[config.mk]
export PLATFORM = sky130hd
export DESIGN_NAME = thermal_false_colour_map
export DESIGN_NICKNAME = d
export VERILOG_FILES = /design/src/tfcm_pkg.sv /design/src/thermal_false_colour_map.sv /design/src/tfcm_front.sv /design/src/tfcm_queue.sv /design/src/tfcm_back.sv
export SDC_FILE = /design/constraint.sdc
export NUM_CORES = 1
export LEC_CHECK = 0
export ABC_CLOCK_PERIOD_IN_PS = 27000
export BUFFER_PORTS_ARGS = -buffer_cell sky130_fd_sc_hd__buf_2
export CAP_MARGIN = 25
export CORE_MARGIN = 8
export CORE_UTILIZATION = 63
export CTS_CLUSTER_SIZE = 12
export DETAILED_ROUTE_END_ITERATION = 16
export PLACE_DENSITY_LB_ADDON = 0.12
export SKIP_LAST_GASP = 1
export SLEW_MARGIN = 25
export SYNTH_ARGS = -nofsm -noshare
export SYNTH_HDL_FRONTEND = slang
export SYNTH_SLANG_ARGS = --single-unit
export TNS_END_PERCENT = 1
[constraint.sdc]
create_clock -name clk -period 27 [get_ports clk]
set_input_delay 0 -clock clk [delete_from_list [all_inputs] [get_ports clk]]
set_output_delay 0 -clock clk [all_outputs]
set_load 0.01 [all_outputs]
[src/tfcm_pkg.sv]
// Shared types, constants and palette functions for the thermal false-colour mapper.
`timescale 1ns / 1ps
`default_nettype none
package tfcm_pkg;

	// image geometry (row-major pixel index)
	localparam int IMG_W = 12;

	// temperature and divider widths
	localparam int TEMP_W  = 16;
	localparam int FRAC_W  = 8;
	localparam int STOP_W  = 3;
	localparam int QW      = STOP_W + FRAC_W;   // quotient bits: stop index and fraction
	localparam int T3_W    = TEMP_W + 2;        // 3 * t
	localparam int NUM_W   = T3_W + 9;          // 3 * t * 512 = 6 * t * 256

	// depth of the queue between front and back
	localparam int FQ_DEPTH = 4;
	localparam int FQ_AW    = $clog2(FQ_DEPTH);

	// palette
	localparam logic [STOP_W-1:0] STOP_FIRST = 3'd0;
	localparam logic [STOP_W-1:0] STOP_LAST  = 3'd6;

	// register indexes of the config port
	localparam logic REG_LOW  = 1'b0;
	localparam logic REG_HIGH = 1'b1;

	// sample class decided by the front
	localparam logic [1:0] CLS_LOW  = 2'd0;   // at or below low, or empty range
	localparam logic [1:0] CLS_HIGH = 2'd1;   // at or above high
	localparam logic [1:0] CLS_MID  = 2'd2;   // strictly inside, interpolate

	typedef struct packed {
		logic [1:0]        cls;
		logic [TEMP_W-1:0] dvs;   // high - low, valid for CLS_MID
		logic [T3_W-1:0]   t3;    // 3 * (temperature - low), valid for CLS_MID
		logic [7:0]        pix;
	} fq_item_t;

	// stop colors in halves: {r, g, b}, 2 = full, 1 = half
	function automatic logic [5:0] stop_halves(input logic [STOP_W-1:0] idx);
		logic [5:0] h;
		case (idx)
			3'd0:    h = {2'd0, 2'd0, 2'd2};
			3'd1:    h = {2'd0, 2'd2, 2'd2};
			3'd2:    h = {2'd0, 2'd2, 2'd0};
			3'd3:    h = {2'd2, 2'd2, 2'd0};
			3'd4:    h = {2'd2, 2'd1, 2'd0};
			3'd5:    h = {2'd2, 2'd0, 2'd0};
			3'd6:    h = {2'd2, 2'd0, 2'd2};
			default: h = {2'd0, 2'd0, 2'd2};
		endcase
		return h;
	endfunction

	// floor((h1*256 + (h2-h1)*f) * 255 / 512); the sum never goes negative
	function automatic logic [7:0] chan_val(input logic [1:0] h1, input logic [1:0] h2,
			input logic [FRAC_W-1:0] f);
		logic signed [2:0]  dh;
		logic signed [11:0] num;
		logic [17:0]        scl;
		dh  = signed'({1'b0, h2}) - signed'({1'b0, h1});
		num = signed'({2'b00, h1, 8'h00}) + dh * signed'({4'h0, f});
		scl = {num[9:0], 8'h00} - {8'h00, num[9:0]};
		return scl[16:9];
	endfunction

endpackage
`default_nettype wire

[src/thermal_false_colour_map.sv]
// Top level of the thermal false-colour mapper: config registers, front, queue, back.
//
//  channel   transfer when        payload
//  -------   -----------------    ------------------------------------
//  input     push  && !full       temperature, column, row
//  result    pop   && !empty      pixel_index, red, green, blue
//  config    cfg_we               cfg_index, cfg_data
//
// One sample per clock is sustained while results are taken; a sample passes
// from its input transfer to its result through the front register, the queue,
// the divider's input register, 11 divider stages that yield the stop index
// and fraction, and the output register.
// Reset clears all valids, the queue pointers and loads the default range.
// A stalled result stops the back pipeline; the 4-entry queue and front stage
// keep taking samples until they fill, then full rises.
`timescale 1ns / 1ps
`default_nettype none
module thermal_false_colour_map (
	input  wire logic                        clk,
	input  wire logic                        arst_n,
	input  wire logic                        push,
	output logic                             full,
	input  wire logic [tfcm_pkg::TEMP_W-1:0] temperature,
	input  wire logic [3:0]                  column,
	input  wire logic [3:0]                  row,
	output logic                             empty,
	input  wire logic                        pop,
	output logic [7:0]                       pixel_index,
	output logic [7:0]                       red,
	output logic [7:0]                       green,
	output logic [7:0]                       blue,
	input  wire logic                        cfg_we,
	input  wire logic                        cfg_index,
	input  wire logic [tfcm_pkg::TEMP_W-1:0] cfg_data
);
	import tfcm_pkg::*;

	logic [TEMP_W-1:0] low_q;
	logic [TEMP_W-1:0] high_q;
	logic              fq_push;
	logic              fq_full;
	logic              fq_pop;
	logic              fq_empty;
	fq_item_t          fq_in;
	fq_item_t          fq_head;

	// range registers
	always_ff @(posedge clk or negedge arst_n) begin
		if (!arst_n) begin
			low_q  <= TEMP_W'(320);
			high_q <= TEMP_W'(3200);
		end else if (cfg_we) begin
			case (cfg_index)
				REG_LOW:  low_q  <= cfg_data;
				REG_HIGH: high_q <= cfg_data;
				default: ;
			endcase
		end
	end

	tfcm_front u_front (
		.clk         (clk),
		.arst_n      (arst_n),
		.push        (push),
		.full        (full),
		.temperature (temperature),
		.column      (column),
		.row         (row),
		.low_temp    (low_q),
		.high_temp   (high_q),
		.fq_push     (fq_push),
		.fq_full     (fq_full),
		.fq_item     (fq_in)
	);

	tfcm_queue u_queue (
		.clk       (clk),
		.arst_n    (arst_n),
		.push      (fq_push),
		.push_item (fq_in),
		.full      (fq_full),
		.pop       (fq_pop),
		.empty     (fq_empty),
		.head_item (fq_head)
	);

	tfcm_back u_back (
		.clk         (clk),
		.arst_n      (arst_n),
		.in_avail    (!fq_empty),
		.in_item     (fq_head),
		.in_pop      (fq_pop),
		.pop         (pop),
		.empty       (empty),
		.pixel_index (pixel_index),
		.red         (red),
		.green       (green),
		.blue        (blue)
	);

	// queue is never pushed when full nor popped when empty
	a_fq_no_overflow: assert property (@(posedge clk) disable iff (!arst_n)
		!(fq_push && fq_full))
		else $error("queue pushed while full");

	a_fq_no_underflow: assert property (@(posedge clk) disable iff (!arst_n)
		!(fq_pop && fq_empty))
		else $error("queue popped while empty");

	// a waiting result is not dropped by the back pipeline
	a_result_kept: assert property (@(posedge clk) disable iff (!arst_n)
		(!empty && !pop) |=> !empty)
		else $error("result lost without transfer");

endmodule
`default_nettype wire

[src/tfcm_front.sv]
// Front stage: classifies a sample against the range, forms the divider operands and the pixel index.
`timescale 1ns / 1ps
`default_nettype none
module tfcm_front (
	input  wire logic                          clk,
	input  wire logic                          arst_n,
	input  wire logic                          push,
	output logic                               full,
	input  wire logic [tfcm_pkg::TEMP_W-1:0]   temperature,
	input  wire logic [3:0]                    column,
	input  wire logic [3:0]                    row,
	input  wire logic [tfcm_pkg::TEMP_W-1:0]   low_temp,
	input  wire logic [tfcm_pkg::TEMP_W-1:0]   high_temp,
	output logic                               fq_push,
	input  wire logic                          fq_full,
	output tfcm_pkg::fq_item_t                 fq_item
);
	import tfcm_pkg::*;

	logic signed [TEMP_W:0] d_c;
	logic signed [TEMP_W:0] t_c;
	logic [11:0]            prod_c;
	fq_item_t               item_c;
	fq_item_t               item_s1;
	logic                   vld_s1;

	// range and offset, one bit wider to hold any difference
	always_comb begin
		d_c = signed'({high_temp[TEMP_W-1], high_temp}) - signed'({low_temp[TEMP_W-1], low_temp});
		t_c = signed'({temperature[TEMP_W-1], temperature})
			- signed'({low_temp[TEMP_W-1], low_temp});
		prod_c = {8'h00, row} * 12'(IMG_W);
		item_c.pix = prod_c[7:0] + {4'h0, column};
		item_c.dvs = d_c[TEMP_W-1:0];
		item_c.t3  = {2'b00, t_c[TEMP_W-1:0]} + {1'b0, t_c[TEMP_W-1:0], 1'b0};
		if (d_c <= 0 || t_c <= 0) begin
			item_c.cls = CLS_LOW;
		end else if (t_c >= d_c) begin
			item_c.cls = CLS_HIGH;
		end else begin
			item_c.cls = CLS_MID;
		end
	end

	// one register stage, held while it holds a sample and the queue is full
	assign full    = vld_s1 && fq_full;
	assign fq_push = vld_s1 && !fq_full;
	assign fq_item = item_s1;

	always_ff @(posedge clk or negedge arst_n) begin
		if (!arst_n) begin
			vld_s1 <= 1'b0;
		end else if (!full) begin
			vld_s1 <= push;
		end
	end

	always_ff @(posedge clk) begin
		if (!full && push) begin
			item_s1 <= item_c;
		end
	end

endmodule
`default_nettype wire

[src/tfcm_queue.sv]
// Short FIFO that decouples the front from the back.
`timescale 1ns / 1ps
`default_nettype none
module tfcm_queue (
	input  wire logic         clk,
	input  wire logic         arst_n,
	input  wire logic         push,
	input  wire tfcm_pkg::fq_item_t push_item,
	output logic              full,
	input  wire logic         pop,
	output logic              empty,
	output tfcm_pkg::fq_item_t head_item
);
	import tfcm_pkg::*;

	fq_item_t         slot_q [FQ_DEPTH];
	logic [FQ_AW-1:0] wr_ptr_q;
	logic [FQ_AW-1:0] rd_ptr_q;
	logic [FQ_AW:0]   count_q;

	assign full      = (count_q == (FQ_AW+1)'(FQ_DEPTH));
	assign empty     = (count_q == '0);
	assign head_item = slot_q[rd_ptr_q];

	// pointers and fill count
	always_ff @(posedge clk or negedge arst_n) begin
		if (!arst_n) begin
			wr_ptr_q <= '0;
			rd_ptr_q <= '0;
			count_q  <= '0;
		end else begin
			if (push) begin
				wr_ptr_q <= wr_ptr_q + 1'b1;
			end
			if (pop) begin
				rd_ptr_q <= rd_ptr_q + 1'b1;
			end
			if (push && !pop) begin
				count_q <= count_q + 1'b1;
			end else if (pop && !push) begin
				count_q <= count_q - 1'b1;
			end
		end
	end

	// storage
	always_ff @(posedge clk) begin
		if (push) begin
			slot_q[wr_ptr_q] <= push_item;
		end
	end

endmodule
`default_nettype wire

[src/tfcm_back.sv]
// Back end: pipelined restoring divider for stop and fraction, then palette blend.
`timescale 1ns / 1ps
`default_nettype none
module tfcm_back (
	input  wire logic               clk,
	input  wire logic               arst_n,
	input  wire logic               in_avail,
	input  wire tfcm_pkg::fq_item_t in_item,
	output logic                    in_pop,
	input  wire logic               pop,
	output logic                    empty,
	output logic [7:0]              pixel_index,
	output logic [7:0]              red,
	output logic [7:0]              green,
	output logic [7:0]              blue
);
	import tfcm_pkg::*;

	// pipeline stage j holds the remainder after j quotient bits
	logic              vld_s  [QW+1];
	logic [1:0]        cls_s  [QW+1];
	logic [TEMP_W-1:0] dvs_s  [QW+1];
	logic [NUM_W-1:0]  rem_s  [QW+1];
	logic [QW-1:0]     quo_s  [QW+1];
	logic [7:0]        pix_s  [QW+1];

	logic [NUM_W-1:0]  rem_nx [QW];
	logic [QW-1:0]     quo_nx [QW];

	logic              out_vld_q;
	logic [7:0]        pix_q;
	logic [7:0]        red_q;
	logic [7:0]        grn_q;
	logic [7:0]        blu_q;

	logic              adv;
	logic [STOP_W-1:0] i1_c;
	logic [STOP_W-1:0] i2_c;
	logic [FRAC_W-1:0] f_c;
	logic [5:0]        h1_c;
	logic [5:0]        h2_c;

	// whole pipeline moves when the output register is free or being drained
	assign adv    = !out_vld_q || pop;
	assign in_pop = adv && in_avail;

	// one quotient bit per stage, most significant first
	for (genvar j = 0; j < QW; j++) begin : g_div
		localparam int K = QW - 1 - j;
		logic [NUM_W-1:0] dsh;
		always_comb begin
			dsh = NUM_W'(dvs_s[j]) << K;
			rem_nx[j] = rem_s[j];
			quo_nx[j] = quo_s[j];
			if (rem_s[j] >= dsh) begin
				rem_nx[j] = rem_s[j] - dsh;
				quo_nx[j][K] = 1'b1;
			end
		end
	end

	// stage valids
	always_ff @(posedge clk or negedge arst_n) begin
		if (!arst_n) begin
			for (int j = 0; j <= QW; j++) begin
				vld_s[j] <= 1'b0;
			end
		end else if (adv) begin
			vld_s[0] <= in_avail;
			for (int j = 0; j < QW; j++) begin
				vld_s[j+1] <= vld_s[j];
			end
		end
	end

	// stage payload
	always_ff @(posedge clk) begin
		if (adv) begin
			cls_s[0] <= in_item.cls;
			dvs_s[0] <= in_item.dvs;
			rem_s[0] <= {in_item.t3, 9'h000};
			quo_s[0] <= '0;
			pix_s[0] <= in_item.pix;
			for (int j = 0; j < QW; j++) begin
				cls_s[j+1] <= cls_s[j];
				dvs_s[j+1] <= dvs_s[j];
				rem_s[j+1] <= rem_nx[j];
				quo_s[j+1] <= quo_nx[j];
				pix_s[j+1] <= pix_s[j];
			end
		end
	end

	// pick the neighbouring stops and the fraction
	always_comb begin
		case (cls_s[QW])
			CLS_MID: begin
				i1_c = quo_s[QW][QW-1:FRAC_W];
				i2_c = quo_s[QW][QW-1:FRAC_W] + 1'b1;
				f_c  = quo_s[QW][FRAC_W-1:0];
			end
			CLS_HIGH: begin
				i1_c = STOP_LAST;
				i2_c = STOP_LAST;
				f_c  = '0;
			end
			default: begin
				i1_c = STOP_FIRST;
				i2_c = STOP_FIRST;
				f_c  = '0;
			end
		endcase
		h1_c = stop_halves(i1_c);
		h2_c = stop_halves(i2_c);
	end

	// output register
	always_ff @(posedge clk or negedge arst_n) begin
		if (!arst_n) begin
			out_vld_q <= 1'b0;
		end else if (adv) begin
			out_vld_q <= vld_s[QW];
		end
	end

	always_ff @(posedge clk) begin
		if (adv) begin
			pix_q <= pix_s[QW];
			red_q <= chan_val(h1_c[5:4], h2_c[5:4], f_c);
			grn_q <= chan_val(h1_c[3:2], h2_c[3:2], f_c);
			blu_q <= chan_val(h1_c[1:0], h2_c[1:0], f_c);
		end
	end

	assign empty       = !out_vld_q;
	assign pixel_index = pix_q;
	assign red         = red_q;
	assign green       = grn_q;
	assign blue        = blu_q;

endmodule
`default_nettype wire
# Word level (Yosys, flattened, before mapping)
# Memory sizes are Yosys's and may differ from the RTL's. A register that Yosys moved wholly into a read port is not among the register bits.
# Index checks and enable logic that the tools add are counted.
[op_classes]
mul = 4
eq_ne = 15
n_reduce_logical = 18
n_lt_le_gt_ge = 14
add_sub_neg = 29
bitwise_logic = 1
mux = 34
[op_table]
columns = ["op", "n"]
rows = [
  ["two-way mux 27 bit", 11],
  ["case mux 6 bit (6 select lines)", 2],
  ["subtractor 17 x 10 -> 17 bit", 3],
  ["less-or-equal comparator 17 x 1 -> 1 bit, second input constant", 2],
  ["subtractor 16 x 16 -> 17 bit", 2],
  ["adder 10 bit", 3],
  ["multiplier 3 x 9 -> 10 bit", 3],
  ["greater-or-equal comparator 27 x 16 -> 1 bit", 1],
  ["greater-or-equal comparator 27 x 17 -> 1 bit", 1],
  ["greater-or-equal comparator 27 x 18 -> 1 bit", 1],
  ["greater-or-equal comparator 27 x 19 -> 1 bit", 1],
  ["greater-or-equal comparator 27 x 20 -> 1 bit", 1],
  ["greater-or-equal comparator 27 x 21 -> 1 bit", 1],
  ["greater-or-equal comparator 27 x 22 -> 1 bit", 1],
  ["greater-or-equal comparator 27 x 23 -> 1 bit", 1],
  ["greater-or-equal comparator 27 x 24 -> 1 bit", 1],
  ["greater-or-equal comparator 27 x 25 -> 1 bit", 1],
  ["greater-or-equal comparator 27 x 26 -> 1 bit", 1],
  ["subtractor 27 x 16 -> 27 bit", 1],
  ["subtractor 27 x 17 -> 27 bit", 1],
  ["subtractor 27 x 18 -> 27 bit", 1],
  ["subtractor 27 x 19 -> 27 bit", 1],
  ["subtractor 27 x 20 -> 27 bit", 1],
  ["subtractor 27 x 21 -> 27 bit", 1],
  ["30 further kinds", 72],
]
[word_totals]
register_bits = 121
word_cells = 147
out_inout_bits = 34
mem_count = 6
ram_bits = 944
[memory_table]
columns = ["memory", "depth", "width", "rd", "rd_ports_with_merged_regs", "wr", "line_no", "source"]
rows = [
  ["u_back.rem_s", 12, 27, 11, 0, 12, "tfcm_back.sv:23", "logic [NUM_W-1:0] rem_s [QW+1];"],
  ["u_back.dvs_s", 12, 16, 11, 0, 12, "tfcm_back.sv:22", "logic [TEMP_W-1:0] dvs_s [QW+1];"],
  ["u_queue.slot_q", 4, 44, 1, 0, 1, "tfcm_queue.sv:16", "fq_item_t slot_q [FQ_DEPTH];"],
  ["u_back.quo_s", 12, 11, 12, 0, 12, "tfcm_back.sv:24", "logic [QW-1:0] quo_s [QW+1];"],
  ["u_back.pix_s", 12, 8, 12, 1, 12, "tfcm_back.sv:25", "logic [7:0] pix_s [QW+1];"],
  ["u_back.cls_s", 12, 2, 12, 0, 12, "tfcm_back.sv:21", "logic [1:0] cls_s [QW+1];"],
]

# Longest topological paths before layout
# An unclocked memory read counts as a cell.
[depth]
ltp_word = 9
ltp_mapped = 28

# Hierarchy
# Synthesis repeated with hierarchy kept, for this count alone.
[unflattened]
hier_cells = 3509
area_unflattened_um2 = 45745.1
[by_module_without_submodules]
columns = ["mod", "seq_area_each_um2", "n_inst", "area_each_um2", "cells_each"]
rows = [
  ["tfcm_back", 19183.4, 1, 32940.3, 2664],
  ["tfcm_queue", 5460.2, 1, 6805.3, 264],
  ["tfcm_front", 1346.3, 1, 4737.0, 511],
  ["thermal_false_colour_map", 807.0, 1, 1262.5, 70],
]

# Worst setup path after synthesis
# No wires, ideal clock.
[synth_path]
path_type = "reg2reg"
start = "register u_back.out_vld_q"
end = "register u_back.vld_s[3] (netlist bit)"
period_less_slack_ns = 20.199
required_ns = 26.839
arrival_time_ns = 20.038
stages_incl_launch_ff = 5
slack_ns = 6.801
setup_ns = 0.161
cell_sequence = "dfrtp_1 > nand2b_1 > clkbuf_1 > clkbuf_1 > mux2_2"
[synth_via]
elab_chain_len = 2
[synth_lines]
columns = ["item", "line_no", "source"]
rows = [
  ["start: declaration", "tfcm_back.sv:30", "logic out_vld_q;"],
  ["start signal: assignment", "tfcm_back.sv:122", "out_vld_q <= vld_s[QW];"],
  ["logical NOT 1 bit", "tfcm_back.sv:44", "assign adv = !out_vld_q || pop;"],
  ["logical OR 1 bit", "tfcm_back.sv:44", ""],
  ["end signal: indexed assignment", "tfcm_back.sv:71", "vld_s[j+1] <= vld_s[j];"],
  ["end: declaration", "tfcm_back.sv:20", "logic vld_s [QW+1];"],
]
# Every way passes these cells.
# A chain may end at the register's enable or synchronous reset.

==> summary.txt <==
Status
  • Status: finished, final reports clean

Logic synthesis
  • Ys Warns: 0
  • Mapped Avg Cell Area: 13.1 um2
  • Post-synthesis simple-gate area fraction: 8.37%
  • Syn Inst Count: 3437
  • Async SR Flop Fraction: 5.88%
  • Sequential share of the synthesized area: 59.6%
  • Post-Synth Adder-Cell Area: 10.2%
  • Seq cells post-synth: 901
  • Yosys cell types: 87
  • Synth Area in Compound Gates: 9.09%
  • Mux cell area share after synthesis: 4.36%
  • Post-Syn Nets: 3833
  • Largest family of logic cells by synthesized area: adder cells
  • Post-synthesis xor/xnor area fraction: 5.07%
  • Post-synth EDFFs: 848
  • Cell Area, Synth: 44900 um2
  • Synth Flop Type: edfxtp_1

Clock network
  • # resized after CTS: 0
  • Hold-fix buffers, CTS: 58
  • Worst skew pair latency: 0.67 ns
  • Total clock sinks: 901
  • CTS Root Buffer Type: clkbuf_16
  • Maximum root-to-sink buffer count: 3
  • Total CTS buffers: 93
  • Clock H-tree levels: 3
  • Clock-pin slew on the worst setup and hold paths: 0.06 ns
  • CTS tree: done
  • Post-CTS Repair Setup Buffers: 0

Global routing
  • First-pass GRT wire length: 138 mm
  • Largest net degree at the start of global routing: 99
  • Initial antenna violation count: 0
  • Gr ovfl total: 0
  • Vias in the first global route: 28300
  • Total GRT Usage: 20.7%

STA
  • Max-Slew Margin vs Limit: 34.9%
  • Clock period minus worst slack: 7.02 ns
  • Final setup violation count: 0
  • Post-Route Skew: 0.0466 ns
  • Final TNS setup: 0 ns
  • Hold Violations, Final: 0
  • Slew @ Worst Pin: 0.977 ns
  • Final-report max-slew violation count: 0
  • Final worst setup slack: 19.98 ns
  • Fin crit share: 26.0%
  • Fmax: 143 MHz
  • RSZ-0062 raised after global routing: false

Critical path
  • Worst path required time: 27.38 ns
  • Most numerous cell on the critical path: inv_1
  • Startpoint types: register
  • Worst path slowest cell: ha_1
  • CP Capture Type: register
  • Crit path arrival time: 7.39 ns
  • CP max FO: 30
  • Max incr delay on CP: 0.75 ns
  • Critical path type: register to register

Die
  • Placement row count: 98
  • Core area: 71000 um2
  • Die Wd: 283 um
  • # IOs: 80
  • Die height: 283 um
  • Effective utilization at floorplan: 63.3%
  • Die area: 80100 um2

Routing
  • Antenna-violating nets left: 0
  • Total number of vias: 26900
  • Routed len/inst: 18.1 um
  • Routed WL: 83.9 mm
  • DR vias/cell: 5.79
  • DRC Markers: 0
  • Initial DRC count: 1566
  • Detailed Routing Iterations Pass 1: 6

Place
  • Detailed Place HPWL: 59.4 mm
  • Gpl congestion: 0.916
  • Placed Area: 46500 um2
  • PortBufs: 79
  • Place WS: 20.03 ns
  • DP Cell Count: 4438

Layout
  • Layout cells sized above 1: 10.5%
  • Antenna cells: 0
  • Post-route cell area: 50000 um2
  • Final nets: 4038
  • Post-Layout Cell Count: 4648
  • Area grow syn2layout: 11.3%
  • Most frequent cells in the layout: 848 x edfxtp_1, 331 x inv_1, 322 x ha_1
  • Commonest non-fill, non-tap cell in the layout: edfxtp_1
  • Fin util: 70.4%

Power
  • Leakage power total: 19.9 nW
  • Worst vdd ir: 100 uV
  • Power Density: 133 nW/um2

Min path
  • Tightest Hold Check Type: input port to asynchronous set/reset pin

Job
  • Max_cap viols: 0
[through the flow]
| stage | hold slack (ns) | total power [mW] |
|---|---|---|
| after floorplan | -0.296 | 4.83 |
| after global placement | 0.149 | 5.24 |
| after detailed placement | 0.186 | 5.40 |
| after CTS | 0.0168 | 6.65 |
| after global routing | 0.0460 | 7.07 |
| final | 0.0448 | 6.63 |
[cells in the mapped netlist, types with 6 or more instances]
library cell    n  area (um2)
inv_1         331        1240
a21oi_1       208        1040
o21ai_0       149         746
and4_1          6        52.6
fa_1           28         561
o211a_1         6        60.1
and3_1         21         131
a21boi_0        7        52.6
ha_1          322        4030
nand3_1        44         220
mux2_2         79         890
or4_1          11        82.6
mux4_2         44         991
nor2b_1        39         244
o211ai_1       13        97.6
or3_1          30         188
nor3_1         56         280
nand4_1        26         163
nand2_1       166         623
edfxtp_1      848       25500
a21o_1         61         458
clkbuf_1       29         109
nor2_1        223         837
dfrtp_1        48        1200
buf_1           8        30.0
or2_2          14        87.6
o31ai_1        16         120
o21a_1         50         375
a31oi_1        16         100
and2_1         42         263
o22ai_1         7        43.8
xnor2_1       156        1370
buf_2          12        60.1
nand2b_1       44         275
xor2_1        104         911
o21bai_1       26         195
nor4_1         20         125
a211oi_1       24         180
[sequential cells by signal (all words and copies together) (netlist names), 24 cells and up]
name             flops
u_back.quo_s        66
u_back.dvs_s       176
u_back.rem_s       234
u_queue.slot_q     176
u_back.pix_s        96
u_back.cls_s        24
u_front.fq_item     44
[critical path: cells and delay by family (launching register included)]
kind	cells	cell delay [ns]
AOI/OAI and AO/OA	6	1.37
buffers and inverters	5	0.33
adders and majority gates	7	2.99
DFF	1	0.38
and+or+nand+nor	5	1.27
xor gates and xnor gates	2	0.37
[metal layers]
layer	track usage [%]	vias to the layer above	routed length, um
met1	21.5	13100	31100
met5	0	-	0
met4	9.33	0	3230
met2	40.7	599	46800
met3	2.75	203	2760
li1	-	13000	-
[logic make-up (layout without fill, tap and decap cells)]
family                     after synthesis  after routing
AOI/OAI and AO/OA                      649            649
adders and majority gates              350            350
muxes                                  130            130
DFF                                    901            901
and+or+nand+nor                        764            764
buffers and inverters                  383            644
xor gates and xnor gates               260            260
[power breakdown]
group / switching (mW) / internal, mW
clock network: 0.517 / 0.692
logic: 1.59 / 1.24
registers: 0.253 / 2.34
total: 2.36 / 4.27
[area by class of cell]
type	instances	area (um2)
Fill cell	4624	21000
Tap cell	950	1190
Timing Repair Buffer	161	1160
Inverter	332	1250
Sequential cell	901	26800
Clock buffer	112	2400
Clock inverter	39	495
Multi-Input combinational cell	2153	16700
[worst paths after layout]
check,depth (start not counted),slack (ns),from,to
setup / recovery,25,19.98,u_back.cls_s[2][6]$_DFFE_PN_,u_back.green[4]$_DFFE_PN_
setup reg to reg,25,19.98,u_back.cls_s[2][6]$_DFFE_PN_,u_back.green[4]$_DFFE_PN_
max in group asynchronous,3,26.46,arst_n,low_q[1]$_DFFE_PN0P_
min in group clk,2,0.06,column[1],u_front.fq_item[1]$_DFFE_PP_
hold reg to reg,0,0.38,u_back.quo_s[2][19]$_DFFE_PN_,u_back.quo_s[2][30]$_DFFE_PN_
hold / removal,3,0.04,arst_n,u_queue.wr_ptr_q[1]$_DFFE_PN0P_
(Power assumes the default switching activity.)
